File: config.mk
export PLATFORM = sky130hd
export DESIGN_NAME = delta_list_timer_queue_top
export DESIGN_NICKNAME = d
export VERILOG_FILES = /design/src/sv/dltq_pkg.sv /design/src/sv/dltq_front.sv /design/src/sv/dltq_result_q.sv /design/src/sv/dltq_engine.sv /design/src/sv/delta_list_timer_queue_top.sv
export SDC_FILE = /design/constraint.sdc
export NUM_CORES = 2
export LEC_CHECK = 0
export ABC_AREA = 1
export BUFFER_PORTS_ARGS = -buffer_cell sky130_fd_sc_hd__clkbuf_2
export CORE_MARGIN = 2
export CORE_UTILIZATION = 25
export DETAILED_ROUTE_END_ITERATION = 8
export PLACE_DENSITY = 0.41
export REMOVE_ABC_BUFFERS = 1
export SLEW_MARGIN = 20
export SYNTH_ARGS = -nofsm -noshare
export SYNTH_HDL_FRONTEND = slang
export SYNTH_HIERARCHICAL = 1
export SYNTH_SLANG_ARGS = --single-unit
File: constraint.sdc
create_clock -name clk -period 15.05 [get_ports clk]
set_input_delay 2.2575 -clock clk [delete_from_list [all_inputs] [get_ports clk]]
set_output_delay 2.2575 -clock clk [all_outputs]
set_load 0.01 [all_outputs]
File: src/sv/dltq_pkg.sv
package dltq_pkg;

    // sizing
    localparam int SLOTS      = 16;
    localparam int DELAY_BITS = 32;
    localparam int SLOT_W     = $clog2(SLOTS);
    localparam int CNT_W      = $clog2(SLOTS + 1);
    localparam int ID_W       = 4;
    localparam int TICK_W     = 32;
    localparam int CMDQ_DEPTH = 2;
    localparam int RSPQ_DEPTH = 4;

    // operation codes
    localparam logic [1:0] OP_ADD    = 2'd0;
    localparam logic [1:0] OP_REMOVE = 2'd1;
    localparam logic [1:0] OP_TICK   = 2'd2;

    // status codes
    localparam logic [1:0] ST_DONE        = 2'd0;
    localparam logic [1:0] ST_ADD_REFUSED = 2'd1;
    localparam logic [1:0] ST_REM_REFUSED = 2'd2;
    localparam logic [1:0] ST_EXPIRED     = 2'd3;

    typedef enum logic [1:0] {
        KIND_ADD    = 2'd0,
        KIND_REMOVE = 2'd1,
        KIND_TICK   = 2'd2,
        KIND_NOP    = 2'd3
    } dltq_kind_t;

    typedef struct packed {
        logic [1:0]      operation;
        logic [ID_W-1:0] event_id;
        logic [31:0]     delay;
    } dltq_req_t;

    typedef struct packed {
        logic [1:0]        status;
        logic [ID_W-1:0]   expired_id;
        logic [TICK_W-1:0] tick_count;
        logic              last;
    } dltq_rsp_t;

    // classified command between front and back
    typedef struct packed {
        dltq_kind_t            kind;
        logic                  id_ok;
        logic [SLOT_W-1:0]     slot;
        logic [DELAY_BITS-1:0] delay;
    } dltq_cmd_t;

endpackage

File: src/sv/dltq_front.sv
module dltq_front
    import dltq_pkg::*;
(
    input  logic      clk,
    input  logic      rst_n,
    input  logic      push,
    output logic      full,
    input  dltq_req_t req,
    output logic      cmd_valid,
    input  logic      cmd_take,
    output dltq_cmd_t cmd
);

    localparam int PTR_W = $clog2(CMDQ_DEPTH);
    localparam int QC_W  = $clog2(CMDQ_DEPTH + 1);

    dltq_cmd_t         q_reg [CMDQ_DEPTH];
    logic [PTR_W-1:0]  wr_reg, wr_next, rd_reg, rd_next;
    logic [QC_W-1:0]   cnt_reg, cnt_next;
    dltq_cmd_t         cls;
    logic              do_push, do_pop;

    // classify the request
    always_comb
    begin
        cls.id_ok = (32'(req.event_id) < 32'(SLOTS));
        cls.slot  = SLOT_W'(req.event_id);
        cls.delay = DELAY_BITS'(req.delay);
        unique case (req.operation)
            OP_ADD:    cls.kind = KIND_ADD;
            OP_REMOVE: cls.kind = KIND_REMOVE;
            OP_TICK:   cls.kind = KIND_TICK;
            default:   cls.kind = KIND_NOP;
        endcase
    end

    assign full      = (cnt_reg == QC_W'(CMDQ_DEPTH));
    assign cmd_valid = (cnt_reg != '0);
    assign cmd       = q_reg[rd_reg];
    assign do_push   = push && !full;
    assign do_pop    = cmd_take && cmd_valid;

    // pointer update
    always_comb
    begin
        wr_next  = wr_reg;
        rd_next  = rd_reg;
        cnt_next = cnt_reg;
        if (do_push)
        begin
            wr_next = (wr_reg == PTR_W'(CMDQ_DEPTH - 1)) ? '0 : wr_reg + 1'b1;
        end
        if (do_pop)
        begin
            rd_next = (rd_reg == PTR_W'(CMDQ_DEPTH - 1)) ? '0 : rd_reg + 1'b1;
        end
        if (do_push && !do_pop)
        begin
            cnt_next = cnt_reg + 1'b1;
        end
        else if (do_pop && !do_push)
        begin
            cnt_next = cnt_reg - 1'b1;
        end
    end

    always_ff @(posedge clk or negedge rst_n)
    begin
        if (!rst_n)
        begin
            wr_reg  <= '0;
            rd_reg  <= '0;
            cnt_reg <= '0;
        end
        else
        begin
            wr_reg  <= wr_next;
            rd_reg  <= rd_next;
            cnt_reg <= cnt_next;
        end
    end

    // storage
    always_ff @(posedge clk)
    begin
        if (do_push)
        begin
            q_reg[wr_reg] <= cls;
        end
    end

endmodule

File: src/sv/dltq_result_q.sv
module dltq_result_q
    import dltq_pkg::*;
(
    input  logic      clk,
    input  logic      rst_n,
    input  logic      res_valid,
    input  dltq_rsp_t res,
    output logic      res_full,
    output logic      empty,
    input  logic      pop,
    output dltq_rsp_t rsp
);

    localparam int PTR_W = $clog2(RSPQ_DEPTH);
    localparam int QC_W  = $clog2(RSPQ_DEPTH + 1);

    dltq_rsp_t        q_reg [RSPQ_DEPTH];
    logic [PTR_W-1:0] wr_reg, rd_reg;
    logic [QC_W-1:0]  cnt_reg;
    logic             do_push, do_pop;

    assign res_full = (cnt_reg == QC_W'(RSPQ_DEPTH));
    assign empty    = (cnt_reg == '0);
    assign rsp      = q_reg[rd_reg];
    assign do_push  = res_valid && !res_full;
    assign do_pop   = pop && !empty;

    // pointers and fill count
    always_ff @(posedge clk or negedge rst_n)
    begin
        if (!rst_n)
        begin
            wr_reg  <= '0;
            rd_reg  <= '0;
            cnt_reg <= '0;
        end
        else
        begin
            if (do_push)
            begin
                wr_reg <= (wr_reg == PTR_W'(RSPQ_DEPTH - 1)) ? '0 : wr_reg + 1'b1;
            end
            if (do_pop)
            begin
                rd_reg <= (rd_reg == PTR_W'(RSPQ_DEPTH - 1)) ? '0 : rd_reg + 1'b1;
            end
            if (do_push && !do_pop)
            begin
                cnt_reg <= cnt_reg + 1'b1;
            end
            else if (do_pop && !do_push)
            begin
                cnt_reg <= cnt_reg - 1'b1;
            end
        end
    end

    // storage
    always_ff @(posedge clk)
    begin
        if (do_push)
        begin
            q_reg[wr_reg] <= res;
        end
    end

endmodule

File: src/sv/dltq_engine.sv
module dltq_engine
    import dltq_pkg::*;
(
    input  logic      clk,
    input  logic      rst_n,
    input  logic      cmd_valid,
    output logic      cmd_take,
    input  dltq_cmd_t cmd,
    output logic      res_valid,
    output dltq_rsp_t res,
    input  logic      res_full
);

    typedef enum logic [3:0] {
        S_IDLE = 4'b0001,
        S_ADD  = 4'b0010,
        S_REM  = 4'b0100,
        S_TICK = 4'b1000
    } state_t;

    state_t                state_reg, state_next;

    // slot store
    logic [DELAY_BITS-1:0] delta_reg [SLOTS];
    logic [SLOT_W-1:0]     link_reg  [SLOTS];
    logic [SLOTS-1:0]      pending_reg, pending_next;
    logic [SLOT_W-1:0]     head_reg, head_next;
    logic [CNT_W-1:0]      count_reg, count_next;
    logic [TICK_W-1:0]     tick_reg, tick_next;

    // walk context
    logic [SLOT_W-1:0]     id_reg, id_next;
    logic [DELAY_BITS-1:0] d_reg, d_next;
    logic [SLOT_W-1:0]     cur_reg, cur_next;
    logic [SLOT_W-1:0]     pred_reg, pred_next;
    logic                  has_pred_reg, has_pred_next;
    logic [DELAY_BITS-1:0] curr_reg, curr_next;
    logic [CNT_W-1:0]      i_reg, i_next;
    logic                  t_reg, t_next;

    // write ports
    logic                  wa_en, wb_en, la_en, lb_en;
    logic [SLOT_W-1:0]     wa_addr, wb_addr, la_addr, lb_addr;
    logic [DELAY_BITS-1:0] wa_data, wb_data;
    logic [SLOT_W-1:0]     la_data, lb_data;

    // helpers
    logic [DELAY_BITS-1:0] sum, nd, dh, dn;
    logic [SLOT_W-1:0]     nx;
    logic                  expire, t_after, more;

    assign sum = curr_reg + delta_reg[cur_reg];
    assign nd  = d_reg - curr_reg;
    assign dh  = delta_reg[head_reg];
    assign nx  = link_reg[head_reg];
    assign dn  = delta_reg[nx];
    assign expire  = (count_reg != '0) &&
                     ((dh == '0) || ((dh == DELAY_BITS'(1)) && t_reg));
    assign t_after = t_reg && (dh == '0);
    assign more    = (count_reg > CNT_W'(1)) &&
                     ((dn == '0) || ((dn == DELAY_BITS'(1)) && t_after));

    always_comb
    begin
        state_next    = state_reg;
        pending_next  = pending_reg;
        head_next     = head_reg;
        count_next    = count_reg;
        tick_next     = tick_reg;
        id_next       = id_reg;
        d_next        = d_reg;
        cur_next      = cur_reg;
        pred_next     = pred_reg;
        has_pred_next = has_pred_reg;
        curr_next     = curr_reg;
        i_next        = i_reg;
        t_next        = t_reg;
        cmd_take      = 1'b0;
        res_valid     = 1'b0;
        res.status     = ST_DONE;
        res.expired_id = '0;
        res.tick_count = tick_reg;
        res.last       = 1'b1;
        wa_en = 1'b0; wa_addr = '0; wa_data = '0;
        wb_en = 1'b0; wb_addr = '0; wb_data = '0;
        la_en = 1'b0; la_addr = '0; la_data = '0;
        lb_en = 1'b0; lb_addr = '0; lb_data = '0;

        unique case (state_reg)
            S_IDLE:
            begin
                if (cmd_valid)
                begin
                    // common walk start
                    id_next       = cmd.slot;
                    d_next        = cmd.delay;
                    cur_next      = head_reg;
                    has_pred_next = 1'b0;
                    curr_next     = '0;
                    i_next        = '0;
                    unique case (cmd.kind)
                        KIND_ADD:
                        begin
                            if (!cmd.id_ok || pending_reg[cmd.slot])
                            begin
                                if (!res_full)
                                begin
                                    cmd_take   = 1'b1;
                                    res_valid  = 1'b1;
                                    res.status = ST_ADD_REFUSED;
                                end
                            end
                            else
                            begin
                                cmd_take   = 1'b1;
                                state_next = S_ADD;
                            end
                        end
                        KIND_REMOVE:
                        begin
                            if (!cmd.id_ok || !pending_reg[cmd.slot])
                            begin
                                if (!res_full)
                                begin
                                    cmd_take   = 1'b1;
                                    res_valid  = 1'b1;
                                    res.status = ST_REM_REFUSED;
                                end
                            end
                            else
                            begin
                                cmd_take   = 1'b1;
                                state_next = S_REM;
                            end
                        end
                        KIND_TICK:
                        begin
                            cmd_take   = 1'b1;
                            tick_next  = tick_reg + 1'b1;
                            t_next     = 1'b1;
                            state_next = S_TICK;
                        end
                        default:
                        begin
                            if (!res_full)
                            begin
                                cmd_take  = 1'b1;
                                res_valid = 1'b1;
                            end
                        end
                    endcase
                end
            end

            S_ADD:
            begin
                // walk until the new deadline falls before the running sum
                if (i_reg == count_reg || d_reg < sum)
                begin
                    if (!res_full)
                    begin
                        res_valid = 1'b1;
                        wa_en     = 1'b1;
                        wa_addr   = id_reg;
                        wa_data   = nd;
                        la_en     = 1'b1;
                        la_addr   = id_reg;
                        if (i_reg != count_reg)
                        begin
                            wb_en   = 1'b1;
                            wb_addr = cur_reg;
                            wb_data = delta_reg[cur_reg] - nd;
                            la_data = cur_reg;
                        end
                        if (has_pred_reg)
                        begin
                            lb_en   = 1'b1;
                            lb_addr = pred_reg;
                            lb_data = id_reg;
                        end
                        else
                        begin
                            head_next = id_reg;
                        end
                        pending_next[id_reg] = 1'b1;
                        count_next = count_reg + 1'b1;
                        state_next = S_IDLE;
                    end
                end
                else
                begin
                    curr_next     = sum;
                    pred_next     = cur_reg;
                    has_pred_next = 1'b1;
                    cur_next      = link_reg[cur_reg];
                    i_next        = i_reg + 1'b1;
                end
            end

            S_REM:
            begin
                if (i_reg == count_reg || cur_reg == id_reg)
                begin
                    if (!res_full)
                    begin
                        res_valid = 1'b1;
                        if (i_reg != count_reg)
                        begin
                            // hand the delta to the successor and unlink
                            if (i_reg + 1'b1 < count_reg)
                            begin
                                wa_en   = 1'b1;
                                wa_addr = link_reg[id_reg];
                                wa_data = delta_reg[link_reg[id_reg]] + delta_reg[id_reg];
                            end
                            if (has_pred_reg)
                            begin
                                lb_en   = 1'b1;
                                lb_addr = pred_reg;
                                lb_data = link_reg[id_reg];
                            end
                            else
                            begin
                                head_next = link_reg[id_reg];
                            end
                        end
                        pending_next[id_reg] = 1'b0;
                        count_next = count_reg - 1'b1;
                        state_next = S_IDLE;
                    end
                end
                else
                begin
                    pred_next     = cur_reg;
                    has_pred_next = 1'b1;
                    cur_next      = link_reg[cur_reg];
                    i_next        = i_reg + 1'b1;
                end
            end

            S_TICK:
            begin
                if (!res_full)
                begin
                    res_valid = 1'b1;
                    if (expire)
                    begin
                        // report the head and look one slot ahead for last
                        res.status     = ST_EXPIRED;
                        res.expired_id = ID_W'(head_reg);
                        res.last       = !more;
                        pending_next[head_reg] = 1'b0;
                        head_next  = nx;
                        count_next = count_reg - 1'b1;
                        t_next     = t_after;
                        if (!more)
                        begin
                            if (count_reg > CNT_W'(1))
                            begin
                                wa_en   = 1'b1;
                                wa_addr = nx;
                                wa_data = dn - DELAY_BITS'(t_after);
                            end
                            state_next = S_IDLE;
                        end
                    end
                    else
                    begin
                        // nothing due on this tick
                        if (count_reg != '0)
                        begin
                            wa_en   = 1'b1;
                            wa_addr = head_reg;
                            wa_data = dh - DELAY_BITS'(t_reg);
                        end
                        state_next = S_IDLE;
                    end
                end
            end

            default:
            begin
                state_next = S_IDLE;
            end
        endcase
    end

    // control state
    always_ff @(posedge clk or negedge rst_n)
    begin
        if (!rst_n)
        begin
            state_reg   <= S_IDLE;
            pending_reg <= '0;
            head_reg    <= '0;
            count_reg   <= '0;
            tick_reg    <= '0;
        end
        else
        begin
            state_reg   <= state_next;
            pending_reg <= pending_next;
            head_reg    <= head_next;
            count_reg   <= count_next;
            tick_reg    <= tick_next;
        end
    end

    // walk context and slot store
    always_ff @(posedge clk)
    begin
        id_reg       <= id_next;
        d_reg        <= d_next;
        cur_reg      <= cur_next;
        pred_reg     <= pred_next;
        has_pred_reg <= has_pred_next;
        curr_reg     <= curr_next;
        i_reg        <= i_next;
        t_reg        <= t_next;
        if (wa_en)
        begin
            delta_reg[wa_addr] <= wa_data;
        end
        if (wb_en)
        begin
            delta_reg[wb_addr] <= wb_data;
        end
        if (la_en)
        begin
            link_reg[la_addr] <= la_data;
        end
        if (lb_en)
        begin
            link_reg[lb_addr] <= lb_data;
        end
    end

`ifndef SYNTHESIS
    a_count_range: assert property (@(posedge clk) disable iff (!rst_n)
        count_reg <= CNT_W'(SLOTS))
        else $error("queued count beyond slot count");

    a_no_push_when_full: assert property (@(posedge clk) disable iff (!rst_n)
        res_valid |-> !res_full)
        else $error("result issued into a full queue");

    a_walk_bound: assert property (@(posedge clk) disable iff (!rst_n)
        (state_reg == S_ADD || state_reg == S_REM) |-> (i_reg <= count_reg))
        else $error("list walk ran past the queued count");

    a_count_matches: assert property (@(posedge clk) disable iff (!rst_n)
        CNT_W'($countones(pending_reg)) == count_reg)
        else $error("queued count disagrees with pending bits");
`endif

endmodule

File: src/sv/delta_list_timer_queue_top.sv
// Delta-list timer queue: up to 16 timer slots kept in deadline order, each
// storing its delay relative to the slot before it. Requests are add (0),
// remove (1) and tick (2); add and remove give one result, a tick gives one
// result per expired slot in deadline order (status 3) or a single done
// result, and last marks the final result of each request. A two-entry
// request queue feeds the list engine, which feeds a four-entry result
// queue. Add and remove walk the linked list one slot per cycle and then give
// their result; a tick gives one result per expired slot from its tick state;
// refused and unknown requests are answered from the idle state. A full result
// queue stalls the engine for as long as it stays full.
module delta_list_timer_queue_top
    import dltq_pkg::*;
(
    input  logic      clk,
    input  logic      rst_n,
    input  logic      push,
    output logic      full,
    input  dltq_req_t req,
    output logic      empty,
    input  logic      pop,
    output dltq_rsp_t rsp
);

    logic      cmd_valid, cmd_take, res_valid, res_full;
    dltq_cmd_t cmd;
    dltq_rsp_t res;

    dltq_front u_front (
        .clk       (clk),
        .rst_n     (rst_n),
        .push      (push),
        .full      (full),
        .req       (req),
        .cmd_valid (cmd_valid),
        .cmd_take  (cmd_take),
        .cmd       (cmd)
    );

    dltq_engine u_engine (
        .clk       (clk),
        .rst_n     (rst_n),
        .cmd_valid (cmd_valid),
        .cmd_take  (cmd_take),
        .cmd       (cmd),
        .res_valid (res_valid),
        .res       (res),
        .res_full  (res_full)
    );

    dltq_result_q u_result_q (
        .clk       (clk),
        .rst_n     (rst_n),
        .res_valid (res_valid),
        .res       (res),
        .res_full  (res_full),
        .empty     (empty),
        .pop       (pop),
        .rsp       (rsp)
    );

endmodule
==> out/metrics.yaml <==
outcome: "finished, final reports clean"
die_h_um: 561
worstMarginPinSlew_ps: 1260
cts_resized: 0
layout.nets: 11100
synth_mux_area_share_pct: 0.0678
fin_crit_ps: 12010
setup_viol: 0
core_area_mm2: 0.309
drt_wl_total_um: 451000
syn_area_per_cell_um2: 6.89
cts-hold-fix-buffers: 0
clkTransAtPathRegs_ps: 70
rsz0062_at_grt: "false"
required_ps: 15490
route.detailed.drc: 0
placed_cells_incl_taps: 14900
start_util_pct: 25.1
antenna_found_initial: 20
grt_max_degree: 203
path_class: "flop to flop"
cts_num_sinks: 971
die_w_um: 561
drive_gt1_share_pct: 6.94
n_fill_cell: 33600
synth_simple_gate_area_share_pct: 30.0
cp_max_fo: 202
min_path_type: "flop to flop"
crit_top_cell: "nand2_1"
std_cell_rows: 204
synth_compound_area_share_pct: 18.6
fin_area_mm2: 0.0860
drt_pass1_iterations: 8
start_kind: "flop"
synth_cells: 11200
hpwlAfterDp_um: 301000
cp_top_family: "simple AND/OR/NAND/NOR gates"
synth_xor_area_share_pct: 1.97
avgViaCountPerCell: 5.49
wire_per_inst_um: 29.8
worstSetupEndpointType: "flop"
clock_latency_ps: 870
overflow: 0
clockRootBuffer: "clkbuf_16"
cts_buffers: 121
synth.cell_area_mm2: 0.0775
port_buffers: 82
cts_htree_levels: 3
final_max_slew_viol_count: 0
ys_top_cells_by_area: "edfxtp_1 35%, nand2_1 20%, o21ai_0 6.4%, nand3_1 6.0%, a21oi_1 4.8%"
synth_ff_type: "edfxtp_1"
cap_violations: 0
hold_viol: 0
finalWeightedCongestion: 1.00
ios: 83
cp_num_buf_inv: 8
synth_adder_area_share_pct: 3.05
grt_pass1_vias: 75800
async_reset_ff_share_pct: 7.42
syn_to_final_growth_pct: 11.1
synth_cell_type_count: 72
fin_worst_skew_ps: 84.4
drt_iter0_drc: 11600
grtUsageTotal_pct: 27.6
yosysTopAreaCellShare_pct: 34.5
crit_slowest_cell: "nand2_2"
largest_register_ff_count: 512
yosys.area.top_type: "edfxtp_1"
cts.path.max_buffers: 3
worst_path_largest_cell_delay_ps: 850
cts_setup_buffers: 0
place_area_mm2: 0.0816
ant_nets: 0
vias: 83100
synth-edff-count: 891
synth_top_family_by_area: "simple AND/OR/NAND/NOR gates"
instances_no_fill: 15100
yosys_warnings: 6
arrival_ps: 12450
finalCritPeriodShare_pct: 79.8
max_clock_freq_mhz: 83.3
seq_area_frac_synth_pct: 37.1
ys_ff_latch: 971
grt_pass1_wl_um: 617000
cts_tree: "done"
die_area_mm2: 0.314
slew_headroom_pct: 16.0
## final cells by class
| class | count | area, um2 | share of cell area, % |
|---|---|---|---|
| Tap cell | 4120 | 5150 | 5.99 |
| Clock buffer | 153 | 3300 | 3.84 |
| Multi-Input combinational cell | 8612 | 42100 | 48.9 |
| Clock inverter | 75 | 1070 | 1.25 |
| Antenna cell | 17 | 42.5 | 0.0494 |
| Timing Repair Buffer | 303 | 2280 | 2.65 |
| Inverter | 874 | 3320 | 3.86 |
| Sequential cell | 971 | 28800 | 33.4 |
## kinds of logic (layout without fill, tap and decap cells)
logic type / after synthesis / in the layout
other cells: 1 / 18
fa+ha+maj: 186 / 186
xor+xnor: 174 / 174
buf+inv: 1661 / 1405
flops: 971 / 971
simple gates: 5708 / 5708
mux: 5 / 5
compound gates: 2538 / 2538
## final timing paths
kind                                                      from                             endpoint  slack (ps)  cells after the start
worst max-delay path                                      flop  u_engine/delta_reg[8][12]$_DFFE_PP_        3040                     40
worst min-delay path            u_front/cnt_reg[1]$_DFFE_PN0P_       u_front/cnt_reg[1]$_DFFE_PN0P_         480                      2
worst max register to register                            flop  u_engine/delta_reg[8][12]$_DFFE_PP_        3040                     40
worst min register to register  u_front/cnt_reg[1]$_DFFE_PN0P_       u_front/cnt_reg[1]$_DFFE_PN0P_         480                      2
max in group asynchronous                                rst_n     u_engine/head_reg[1]$_DFFE_PN0P_       12570                      2
min in group asynchronous                                rst_n    u_engine/tick_reg[23]$_DFFE_PN0P_        1390                      1
## cell usage after synthesis (all sizes together) (71+ instances only)
cell type / count
nand3: 946
o21ai: 1156
xor2: 105
clkbuf: 386
buf: 398
a21oi: 740
inv: 864
dfrtp: 71
ha: 181
edfxtp: 891
nor2: 529
nand2: 4108
o211ai: 445
## cell usage in the layout, fill, tap and decap left out, types with 67 or more instances in the layout
cell / instances
buf_4: 206
dfrtp_1: 67
o21ai_0: 996
xor2_1: 105
edfxtp_1: 891
clkbuf_2: 81
ha_1: 181
a21oi_1: 738
xnor2_1: 68
nor2_1: 462
clkbuf_16: 123
o211ai_1: 424
inv_1: 827
o21ai_1: 146
nand2_1: 4045
nand3_1: 933
## routing by layer
| metal | track usage, % | wire length (um) | vias to the layer above |
|---|---|---|---|
| li1 | - | - | 37000 |
| met1 | 36.5 | 184000 | 39800 |
| met2 | 41.5 | 191000 | 5181 |
| met3 | 6.42 | 48100 | 1096 |
| met4 | 15.0 | 28000 | 10 |
| met5 | 0 | 70 | - |
## worst reg2reg max path, delay by kind of cell (launching register included)
| family | cells | cell delay (ps) |
|---|---|---|
| adders and majority gates | 2 | 670 |
| and+or+nand+nor | 14 | 3900 |
| buffers and inverters | 8 | 2910 |
| xor gates and xnor gates | 1 | 250 |
| DFF | 1 | 370 |
| AOI/OAI and AO/OA | 15 | 3480 |
## through the flow
stage / utilization, % / hold slack, ps / setup WS [ps] / setup TNS (ps)
after floorplan: - / 442 / -5890 / -5783520
after global placement: 26.4 / 455 / 3170 / 0
after detailed placement: 26.4 / 467 / 3430 / 0
after CTS: 27.9 / 486 / 3370 / 0
after global routing: 27.9 / 518 / 2430 / 0
final: 27.9 / 483 / 3040 / 0
Power is not shown: default switching activity piles up to over one toggle a cycle in this logic, so the estimate is an artifact.
